**config.mk**
```make
export PLATFORM = sky130hd
export DESIGN_NAME = functional_unit_reservation_pool
export DESIGN_NICKNAME = d
export VERILOG_FILES = /design/src/rtl/core/fup_pkg.sv /design/src/rtl/core/fup_ctrl.sv /design/src/rtl/core/fup_dpath.sv /design/src/rtl/core/functional_unit_reservation_pool.sv
export SDC_FILE = /design/constraint.sdc
export NUM_CORES = 2
export LEC_CHECK = 0
export BUFFER_PORTS_ARGS = -buffer_cell sky130_fd_sc_hd__clkbuf_2
export CORE_ASPECT_RATIO = 0.75
export CORE_MARGIN = 2
export CORE_UTILIZATION = 35
export DETAILED_ROUTE_END_ITERATION = 7
export PLACE_DENSITY_LB_ADDON = 0.05
export SYNTH_ARGS = -nofsm -noshare
export SYNTH_HDL_FRONTEND = slang
export SYNTH_SLANG_ARGS = --single-unit
export TNS_END_PERCENT = 1
```
**constraint.sdc**
```tcl
create_clock -name clock -period 46.5 [get_ports clock]
set_input_delay 9.3 -clock clock [delete_from_list [all_inputs] [get_ports clock]]
set_output_delay 9.3 -clock clock [all_outputs]
set_load 0.03 [all_outputs]
```
**src/rtl/core/fup_pkg.sv**
```systemverilog
// Shared types, constants and lookup tables for the functional unit reservation pool.
package fup_pkg;

   localparam int UNITS_PER_CLASS = 4;
   localparam int CLASS_COUNT     = 22;
   localparam int OPCODE_COUNT    = 61;

   localparam int TABLE_CLASSES = 22;
   localparam int TABLE_OPCODES = 64;

   localparam int CYCLE_W = 32;
   localparam int UOP_W   = 6;
   localparam int LAT_W   = 5;
   localparam int CLS_W   = 5;
   localparam int UIDX_W  = 2;
   localparam int CNT_W   = $clog2(UNITS_PER_CLASS + 1);
   localparam int ROW_W   = UNITS_PER_CLASS * CYCLE_W;

   // Item kinds carried on the opcode field
   localparam logic OP_RESERVE = 1'b0;
   localparam logic OP_RELEASE = 1'b1;

   typedef enum logic [0:0] {
      ST_IDLE,
      ST_EXEC
   } fup_state_type;

   typedef struct packed {
      logic load;     // capture the beat and read the class row
      logic commit;   // write back the row and load the result register
   } fup_cmd_type;

   typedef struct packed {
      logic out_room; // result register is empty or being emptied
   } fup_sts_type;

   typedef struct packed {
      logic [2:0]       count;
      logic [LAT_W-1:0] op_lat;
      logic [LAT_W-1:0] issue_lat;
   } class_info_type;

   localparam class_info_type CLASS_INFO [TABLE_CLASSES] = '{
      '{3'd0, 5'd0,  5'd0},
      '{3'd4, 5'd1,  5'd1},  '{3'd2, 5'd2,  5'd2},  '{3'd1, 5'd5,  5'd5},
      '{3'd4, 5'd2,  5'd2},  '{3'd4, 5'd1,  5'd1},
      '{3'd2, 5'd2,  5'd2},  '{3'd2, 5'd5,  5'd5},  '{3'd2, 5'd2,  5'd2},
      '{3'd1, 5'd10, 5'd10}, '{3'd1, 5'd15, 5'd15}, '{3'd1, 5'd20, 5'd20},
      '{3'd1, 5'd1,  5'd1},  '{3'd1, 5'd2,  5'd2},  '{3'd1, 5'd5,  5'd5},
      '{3'd1, 5'd1,  5'd1},
      '{3'd1, 5'd5,  5'd5},  '{3'd1, 5'd2,  5'd2},  '{3'd1, 5'd10, 5'd10},
      '{3'd1, 5'd15, 5'd15}, '{3'd1, 5'd5,  5'd5},  '{3'd1, 5'd20, 5'd20}
   };

   localparam logic [CLS_W-1:0] OPCODE_CLASS [TABLE_OPCODES] = '{
      5'd0,  5'd0,  5'd1,  5'd1,  5'd2,  5'd3,  5'd4,
      5'd5,  5'd5,  5'd5,  5'd5,  5'd5,  5'd5,
      5'd0,  5'd6,  5'd6,
      5'd7,  5'd7,  5'd8,  5'd9,  5'd10,
      5'd11, 5'd11, 5'd11, 5'd11, 5'd11, 5'd11, 5'd11, 5'd11,
      5'd0,  5'd0,
      5'd15, 5'd15, 5'd15, 5'd15, 5'd15, 5'd15, 5'd15,
      5'd12, 5'd12, 5'd12, 5'd13, 5'd14,
      5'd16, 5'd16, 5'd17, 5'd18, 5'd19,
      5'd21,
      5'd15, 5'd15, 5'd20,
      5'd0,  5'd0,  5'd0,
      5'd0,  5'd0,  5'd0,  5'd0,  5'd0,
      5'd0,
      5'd0,  5'd0,  5'd0
   };

   // Class for a micro-op opcode; 0 means no unit needed
   function automatic logic [CLS_W-1:0] class_of(input logic [UOP_W-1:0] uop);
      logic [CLS_W-1:0] cls;
      cls = OPCODE_CLASS[uop];
      if (32'(uop) >= OPCODE_COUNT || 32'(cls) >= CLASS_COUNT ||
          32'(cls) >= TABLE_CLASSES) begin
         cls = '0;
      end
      return cls;
   endfunction

   // Units usable in a class, limited to what a pool row holds
   function automatic logic [CNT_W-1:0] units_of(input logic [CLS_W-1:0] cls);
      logic [2:0] cnt;
      cnt = CLASS_INFO[cls].count;
      if (32'(cnt) > UNITS_PER_CLASS) begin
         cnt = 3'(UNITS_PER_CLASS);
      end
      return CNT_W'(cnt);
   endfunction

endpackage

```
**src/rtl/core/fup_ctrl.sv**
```systemverilog
// Controller state machine: sequences row read and commit for each beat.
module fup_ctrl import fup_pkg::*; (
   input  logic        clock,
   input  logic        reset,
   input  logic        req_valid,
   output logic        req_ready,
   input  fup_sts_type sts,
   output fup_cmd_type cmd
);

   fup_state_type state_ff;
   fup_state_type state_in;

   always_ff @(posedge clock) begin
      if (reset) begin
         state_ff <= ST_IDLE;
      end else begin
         state_ff <= state_in;
      end
   end

   always_comb begin
      state_in   = state_ff;
      req_ready  = 1'b0;
      cmd.load   = 1'b0;
      cmd.commit = 1'b0;
      unique case (state_ff)
         ST_IDLE: begin
            req_ready = 1'b1;
            if (req_valid) begin
               cmd.load = 1'b1;
               state_in = ST_EXEC;
            end
         end
         ST_EXEC: begin
            // hold until the result register can take the outcome
            if (sts.out_room) begin
               cmd.commit = 1'b1;
               state_in   = ST_IDLE;
            end
         end
         default: begin
            state_in = ST_IDLE;
         end
      endcase
   end

endmodule

```
**src/rtl/core/fup_dpath.sv**
```systemverilog
// Datapath: pool memory, unit selection, free-time update and result register.
module fup_dpath import fup_pkg::*; (
   input  logic               clock,
   input  logic               reset,
   input  fup_cmd_type        cmd,
   output fup_sts_type        sts,
   input  logic               req_opcode,
   input  logic [UOP_W-1:0]   req_uop_opcode,
   input  logic [CYCLE_W-1:0] req_current_cycle,
   output logic               rsp_valid,
   input  logic               rsp_ready,
   output logic [LAT_W-1:0]   rsp_latency,
   output logic [CLS_W-1:0]   rsp_unit_class,
   output logic [UIDX_W-1:0]  rsp_unit_index
);

   // one row per class, one 32-bit free-at time per unit
   logic [ROW_W-1:0]         pool_mem [TABLE_CLASSES];
   logic [TABLE_CLASSES-1:0] row_valid_ff;

   logic                     op_ff;
   logic [CLS_W-1:0]         cls_ff;
   logic [CYCLE_W-1:0]       now_ff;
   logic [ROW_W-1:0]         row_ff;
   logic                     row_vld_ff;

   logic                     rsp_valid_ff;
   logic                     rsp_valid_in;
   logic [LAT_W-1:0]         lat_ff;
   logic [CLS_W-1:0]         ucls_ff;
   logic [UIDX_W-1:0]        uidx_ff;

   logic [CLS_W-1:0]         cls_lookup;
   logic [CYCLE_W-1:0]       free_at [UNITS_PER_CLASS];
   logic [UNITS_PER_CLASS-1:0] hit;
   logic [UIDX_W-1:0]        pick;
   logic [CNT_W-1:0]         cnt;
   logic [CYCLE_W:0]         sum;
   logic [CYCLE_W-1:0]       next_free;
   logic                     grant;
   logic [ROW_W-1:0]         new_row;
   logic [LAT_W-1:0]         lat_in;
   logic [CLS_W-1:0]         ucls_in;
   logic [UIDX_W-1:0]        uidx_in;

   assign cls_lookup = class_of(req_uop_opcode);

   // capture the beat and read its class row
   always_ff @(posedge clock) begin
      if (cmd.load) begin
         op_ff      <= req_opcode;
         cls_ff     <= cls_lookup;
         now_ff     <= req_current_cycle;
         row_ff     <= pool_mem[cls_lookup];
         row_vld_ff <= row_valid_ff[cls_lookup];
      end
   end

   always_comb begin
      cnt = units_of(cls_ff);
      for (int i = 0; i < UNITS_PER_CLASS; i++) begin
         free_at[i] = row_vld_ff ? row_ff[i*CYCLE_W +: CYCLE_W] : '0;
         hit[i]     = (CNT_W'(i) < cnt) && (free_at[i] <= now_ff);
      end
      pick = '0;
      for (int i = UNITS_PER_CLASS - 1; i >= 0; i--) begin
         if (hit[i]) begin
            pick = UIDX_W'(i);
         end
      end
      sum       = {1'b0, now_ff} + (CYCLE_W+1)'(CLASS_INFO[cls_ff].issue_lat);
      next_free = sum[CYCLE_W] ? '1 : sum[CYCLE_W-1:0];
      grant     = (op_ff == OP_RESERVE) && (cls_ff != '0) && (|hit);
      for (int i = 0; i < UNITS_PER_CLASS; i++) begin
         new_row[i*CYCLE_W +: CYCLE_W] = (UIDX_W'(i) == pick) ? next_free : free_at[i];
      end

      lat_in  = '0;
      ucls_in = '0;
      uidx_in = '0;
      if (op_ff == OP_RESERVE) begin
         if (cls_ff == '0) begin
            lat_in = LAT_W'(1);
         end else begin
            ucls_in = cls_ff;
            if (grant) begin
               lat_in  = CLASS_INFO[cls_ff].op_lat;
               uidx_in = pick;
            end
         end
      end
   end

   always_ff @(posedge clock) begin
      if (cmd.commit && grant) begin
         pool_mem[cls_ff] <= new_row;
      end
   end

   always_ff @(posedge clock) begin
      if (reset) begin
         row_valid_ff <= '0;
      end else if (cmd.commit) begin
         if (op_ff == OP_RELEASE) begin
            row_valid_ff <= '0;
         end else if (grant) begin
            row_valid_ff[cls_ff] <= 1'b1;
         end
      end
   end

   // result register
   always_comb begin
      rsp_valid_in = rsp_valid_ff;
      if (cmd.commit) begin
         rsp_valid_in = 1'b1;
      end else if (rsp_ready) begin
         rsp_valid_in = 1'b0;
      end
   end

   always_ff @(posedge clock) begin
      if (reset) begin
         rsp_valid_ff <= 1'b0;
      end else begin
         rsp_valid_ff <= rsp_valid_in;
      end
   end

   always_ff @(posedge clock) begin
      if (cmd.commit) begin
         lat_ff  <= lat_in;
         ucls_ff <= ucls_in;
         uidx_ff <= uidx_in;
      end
   end

   assign sts.out_room   = !rsp_valid_ff || rsp_ready;
   assign rsp_valid      = rsp_valid_ff;
   assign rsp_latency    = lat_ff;
   assign rsp_unit_class = ucls_ff;
   assign rsp_unit_index = uidx_ff;

endmodule

```
**src/rtl/core/functional_unit_reservation_pool.sv**
```systemverilog
// Top level of the functional unit reservation pool.
//
//   channel  direction  handshake             payload
//   req      in         req_valid/req_ready   req_opcode, req_uop_opcode, req_current_cycle
//   rsp      out        rsp_valid/rsp_ready   rsp_latency, rsp_unit_class, rsp_unit_index
//
// Each request beat is handled in order: the load reads its class row from the pool
// memory (one row holds the free-at times of all units of a class), then the commit
// compares the units against the current cycle and writes the row back.
// A result that waits in the output register delays the commit of the next
// beat, but a new request is still taken while that result waits.
// Reset clears the row valid bits; an invalid row reads as all units free, so
// there is no clearing pass. A release beat does the same.
module functional_unit_reservation_pool import fup_pkg::*; (
   input  logic               clock,
   input  logic               reset,
   input  logic               req_valid,
   output logic               req_ready,
   input  logic               req_opcode,
   input  logic [UOP_W-1:0]   req_uop_opcode,
   input  logic [CYCLE_W-1:0] req_current_cycle,
   output logic               rsp_valid,
   input  logic               rsp_ready,
   output logic [LAT_W-1:0]   rsp_latency,
   output logic [CLS_W-1:0]   rsp_unit_class,
   output logic [UIDX_W-1:0]  rsp_unit_index
);

   fup_cmd_type cmd;
   fup_sts_type sts;

   // sequence load and commit; the datapath only reports result space
   fup_ctrl u_ctrl (
      .clock     (clock),
      .reset     (reset),
      .req_valid (req_valid),
      .req_ready (req_ready),
      .sts       (sts),
      .cmd       (cmd)
   );

   // pool memory, lowest-free-unit pick and the result register
   fup_dpath u_dpath (
      .clock             (clock),
      .reset             (reset),
      .cmd               (cmd),
      .sts               (sts),
      .req_opcode        (req_opcode),
      .req_uop_opcode    (req_uop_opcode),
      .req_current_cycle (req_current_cycle),
      .rsp_valid         (rsp_valid),
      .rsp_ready         (rsp_ready),
      .rsp_latency       (rsp_latency),
      .rsp_unit_class    (rsp_unit_class),
      .rsp_unit_index    (rsp_unit_index)
   );

endmodule

```
# Word level (Yosys, flattened, before mapping)
# Memories as Yosys holds them, arrays and structs flattened. A register that Yosys moved wholly into a read port is not among the register bits.
# Index checks and enable logic that the tools add are counted.
# word_totals
regBits	75
rom_bits	736
word_cells	99
out_inout_bits	14
in_bits	43
memories	3
mem_bits_rw	2816
# op_classes
order_cmp	16
reduce_logical	21
eq_ne	3
add_sub_neg	1
bitwise_logic	6
n_mux	38
# memory_table
memory	words	word_bits	read_ports	rd_clocked_by_memory_dff	wr	line	text
u_dpath.pool_mem	22	128	1	1	1	fup_dpath.sv:18	logic [ROW_W-1:0] pool_mem [TABLE_CLASSES];
(no name shown)	32	13	1	0	0	fup_pkg.sv:87	cnt = CLASS_INFO[cls].count;
(no name shown)	64	5	1	0	0	fup_pkg.sv:76	cls = OPCODE_CLASS[uop];
# ops
op	count
$mux 32	9
$le 32x32->1	4
$mux 22	2
$add 32x5->33	1
$mux 13	2
$or 22x22->22	1
$mux 5	3
$mux 1	14
$ge 6x6->1 const B	2
$lt 5x6->1 const B	2
$logic_and 1x1->1	8
$mux 2	4
$ge 7x7->1 const B	1
$not 6->7	1
$lt 1x3->1 const A	2
$lt 2x3->1 const A	2
$not 5->6	1
$bmux 1 s5	1
$demux 1 s5	1
$ge 5x1->1 const B	1
$ge 5x5->1 const B	1
$logic_not 5->1	1
$reduce_bool 5->1	1
$eq 2x2->1 const A	2
13 further kinds	18

# Longest topological paths before layout
# logic_depth
ltp_word	14
ltp_mapped	20
mapped_depth_nobuf	18

# Modules after synthesis
# Synthesis repeated with hierarchy kept, for this count alone.
# hier_totals
hier_cells	8858
hier_area_um2	122060.8
# modules_own_cells
module	seq_area_each_um2	cells_per_inst	n_inst	area_per_inst_um2
fup_dpath	90396.7	8852	1	122005.8
fup_ctrl	20.0	6	1	55.1

# Worst setup path after synthesis
# Ideal clock, no wire load.
# synth_timing
kind	input to register
from	input port rsp_ready
to	memory u_dpath.pool_mem[2][0] (netlist name) (enable)
path_buffers	2
stages	6
setup_ps	929
t_arrival_ps	22505
required_ps	45571
slack_ps	23065
cell_sequence	nand2b_1 > and2_1 > clkbuf_1 > o21ai_2 > buf_6 > nor4_1
# synth_rtl
item	line	text
start: declaration	functional_unit_reservation_pool.sv:23	input logic rsp_ready,
end: declaration	fup_dpath.sv:18	

# Final worst setup path
# layout_timing
from	input port req_uop_opcode[1]
to	register u_dpath.row_ff[114], read port of u_dpath.pool_mem, data pin
# layout_via
elab_chain_cells	8
word_cells_on_any_way	9
classes_between	2 x order compare; 3 x mux; 1 x bitwise; 2 x reduce/logical; 1 x memory
# layout_lines
item	line	text
start: declaration	functional_unit_reservation_pool.sv:20	input logic [UOP_W-1:0] req_uop_opcode,
$not 6->7 (implied by the code)	fup_pkg.sv:76	
$mem_v2 64x5	--	
$mux 5 (implied by the code) (2 in series)	fup_pkg.sv:76	
$ge 5x5->1	fup_pkg.sv:77, fup_pkg.sv:78	
$logic_or 1x1->1 (2 in series)	fup_pkg.sv:77	if (32'(uop) >= OPCODE_COUNT || 32'(cls) >= CLASS_COUNT ||
$mux 5 *	fup_pkg.sv:77	
end: declaration	fup_dpath.sv:24	logic [ROW_W-1:0] row_ff;
# Every way passes the cells marked *; elsewhere a longest branch is shown, timed or not. The select of a mux whose other input is x is not followed.
# A chain may end at the register's enable or synchronous reset.

==> reports/results.txt <==
post-synthesis xor/xnor area fraction: 0.157%
Reg-to-Reg Start: u_dpath.row_vld_ff$_DFFE_PP_
Setup WS post-layout: 31.05 ns
Starting DRT DRC Count: 7939
nets@finish: 9261
IO Port Bufs: 56
Worst Reg-to-Reg Cells: 12
post-synthesis compound-gate area fraction: 7.04%
grt total ovfl: 0
hold depth: 2
cts repair resizes: 0
initial core utilization: 35.1%
startpoint type of the worst setup path: input pin
CP max FO: 109
CTS clock-pin slew for the worst setup and hold paths: 0.06 ns
async set or reset register ratio after synthesis: 0%
Synth Instances: 8902
Post-Syn Area per Cell: 13.8 µm²
WL/cell: 31.3 µm
status: finished clean
first-pass GRT wire length: 608 mm
first-pass iteration count of the detailed router: 5
Post-CTS Setup Inserts: 0
initial antenna violation count: 15
CTS tree: built
max-capacitance violation count: 0
period utilization: 33.2%
unrepaired setup endpoints after global routing: false
Sink Count: 3019
Post-Synth Adder-Cell Area: 1.48%
vias in the first global route: 74500
post-route antenna net violation count: 0
Most used DFF post-synth: edfxtp_1
sequential share of the synthesized area: 73.9%
fin crit period: 15.45 ns
FF-to-FF setup slack: 38.62 ns
Synth Area in Simple Gates: 12.3%
Synth Warn #: 0
Residual DRC: 0
Setup CP Type: in -> reg
worst-case vdd ir drop: 0.0294 mV
critical path required time: 47.25 ns
Leak: 48.0 nW
pre-CTS setup slack: 30.01 ns
clk_skew: 0.0594 ns
detailed-placement wirelength estimate: 224 mm
Final TNS setup: 0 ns
Synth cell types: 82
Die Area: 355000 µm²
largest family of logic cells by synthesized area: simple AND/OR/NAND/NOR gates
routed wire length: 437 mm
H-tree lvl count: 5
hold-critical path endpoint: u_dpath.row_valid_ff[21]$_SDFFE_PP0P_
Max Buffers Root-to-Sink: 4
final setup violation count: 0
FMAX: 64.7 MHz
fin area: 139000 µm²
share of layout cells above drive strength 1: 9.15%
Slew @ Worst Pin: 1.26 ns
crit path capture type: flop
Clock Tree Root: clkbuf_16
post-synthesis mux area share: 2.51%
# IOs: 57
Seq cells post-synth: 3019
Hold Vio Cnt, Final: 0
hold buffers post-CTS: 0
Routability Congestion: 0.827
max_slew headroom: 14.4%
Die Wd: 687 µm
Total Routing Usage GR: 24.1%
num rows: 188
r2r endpoint: u_dpath.pool_mem[3][105]$_DFFE_PP_
pwr/cell area: 46.1 nW/µm²
Post-Syn Area: 122000 µm²
Hold WC Path Type: reg -> reg
Slew Viols, Final: 0
Post-synth EDFFs: 2995
Placed Area: 129000 µm²
die height: 516 µm
Core Region: 349000 µm²
Num CTS Buffers: 320
routed vias/inst: 5.56
largest net degree at the start of global routing: 192
Hold Crit Start: u_dpath.row_valid_ff[21]$_SDFFE_PP0P_
CP arrival: 16.21 ns
vias post-DR: 77700
worst-skew pair later-pin latency: 0.90 ns
layout overhead on the synthesized area: 13.4%
-- logic make-up after synthesis --
group           Yosys count
flops                  3019
xor+xnor                 22
buf+inv                 738
mux                     304
fa+ha+maj               144
simple gates           3461
compound gates         1213
other cells               1
-- report_power, final --
part	leakage, nW	internal, W	switching (W)	total [W]
sequential	27.7	0.00313	0.0000188	0.00315
clock	4.78	0.00139	0.00109	0.00248
combinational	15.5	0.000183	0.000591	0.000774
total	48.0	0.00471	0.00170	0.00641
-- critical path, cell delays in order --
cell	delay, ns
clkbuf_2	0.18
inv_1	0.16
ha_1	0.16
mux2i_1	0.06
a211oi_1	0.32
a311o_2	0.75
nand2_8	0.57
inv_8	0.71
buf_4	0.72
buf_4	0.73
buf_4	0.72
buf_4	0.80
nand2_1	0.12
a32oi_1	0.23
nand3_1	0.11
nand3_1	0.14
-- placed cells by master, fill, tap and decap left out, drive strengths merged, types with 8 or more instances in the layout --
| cell type | n |
|---|---|
| mux2i | 293 |
| nand4 | 56 |
| nor4 | 21 |
| mux2 | 10 |
| xnor2 | 22 |
| nand2b | 16 |
| a21oi | 102 |
| a32oi | 211 |
| a311o | 17 |
| a221o | 16 |
| diode | 8 |
| o211ai | 16 |
| nor2 | 56 |
| a211oi | 201 |
| nand3 | 768 |
| o21ai | 101 |
| nor2b | 18 |
| a22oi | 18 |
| buf | 257 |
| ha | 143 |
| dfxtp | 24 |
| inv | 158 |
| nand4b | 8 |
| and3 | 223 |
| nor3 | 22 |
| a31oi | 412 |
| edfxtp | 2995 |
| a21o | 21 |
| conb | 128 |
| clkinv | 126 |
| clkbuf | 456 |
| bufinv | 19 |
| and2 | 38 |
| o2111ai | 62 |
| nand2 | 2220 |
-- registers in the layout, indices dropped and copies added, names as in the netlist, 2 cells and up --
name / cells
u_dpath.pool_mem: 2816
u_dpath.rsp_unit_class: 5
u_dpath.row_valid_ff: 22
u_dpath.row_ff: 128
u_dpath.now_ff: 32
u_dpath.cls_ff: 5
u_dpath.rsp_latency: 5
u_dpath.rsp_unit_index: 2
-- per-stage QoR --
step           util (%)  power, W  std cells  hold WS [ns]
3_3_place_gp       37.0   0.00398      13400         0.432
4_1_cts            39.8   0.00646      14000         0.449
6_report           39.8   0.00641      14000         0.445
3_5_place_dp       37.0   0.00398      13400         0.434
2_1_floorplan         -   0.00365       9029         0.420
5_1_grt            39.8   0.00662      14000         0.465
-- worst max-delay path by stage --
| stage | startpoint | end | slack [ns] | cells after the start |
|---|---|---|---|---|
| CTS | req_uop_opcode[1] | u_dpath.row_ff[105]$_DFFE_PP_ | 30.97 | 16 |
| detailed placement | req_uop_opcode[1] | u_dpath.row_ff[114]$_DFFE_PP_ | 30.01 | 16 |
| global placement | req_uop_opcode[1] | u_dpath.row_ff[85]$_DFFE_PP_ | 30.20 | 16 |
| floorplan | rsp_ready | u_dpath.pool_mem[2][0]$_DFFE_PP_ | 23.07 | 6 |
| finish | req_uop_opcode[1] | u_dpath.row_ff[114]$_DFFE_PP_ | 31.05 | 16 |
| global route | req_uop_opcode[1] | u_dpath.row_ff[114]$_DFFE_PP_ | 30.51 | 16 |
-- layer usage --
| metal | part of all wire (%) | track usage [%] | vias to the layer above |
|---|---|---|---|
| li1 | - | - | 33800 |
| met1 | 47 | 36.3 | 40700 |
| met2 | 45 | 37.4 | 2568 |
| met3 | 5.5 | 2.81 | 532 |
| met4 | 2.2 | 5.39 | 0 |
| met5 | 0 | 0 | - |
-- cell usage after synthesis (all sizes together), types with 4 or more instances --
| cell | n | area share [%] |
|---|---|---|
| xnor2 | 22 | 0.16 |
| ha | 143 | 1.5 |
| o21ai | 101 | 0.43 |
| nor2 | 56 | 0.18 |
| nand4b | 8 | 0.057 |
| a311o | 17 | 0.14 |
| o211ai | 16 | 0.11 |
| nand2b | 16 | 0.082 |
| o21a | 5 | 0.032 |
| nor4 | 21 | 0.11 |
| nand3 | 768 | 3.1 |
| clkbuf | 282 | 0.86 |
| a21oi | 102 | 0.42 |
| edfxtp | 2995 | 73 |
| o2111ai | 62 | 0.44 |
| buf | 308 | 1.3 |
| inv | 148 | 0.45 |
| nor3 | 22 | 0.098 |
| and2 | 38 | 0.19 |
| nor2b | 18 | 0.092 |
| a22oi | 18 | 0.11 |
| and4 | 4 | 0.029 |
| nor3b | 4 | 0.029 |
| nand2 | 2220 | 6.8 |
| and3 | 223 | 1.1 |
| o41ai | 4 | 0.035 |
| mux2i | 293 | 2.4 |
| o211a | 4 | 0.033 |
| mux2 | 10 | 0.098 |
| a31oi | 412 | 2.1 |
| a21o | 21 | 0.13 |
| nand4 | 56 | 0.29 |
| a221o | 16 | 0.13 |
| dfxtp | 24 | 0.39 |
| a32oi | 211 | 1.5 |
| a211oi | 201 | 1.2 |
-- area by class of cell --
class | count | area (µm²)
multi-input cells | 5272 | 29700
repair buffers | 313 | 2470
clock buffers | 400 | 8410
inverters | 148 | 588
flip-flops and latches | 3019 | 90400
clock inverters | 158 | 1360
diodes | 8 | 20.0
fillers | 32600 | 210000
well taps | 4655 | 5820
Power figures use the tool's default switching activity.
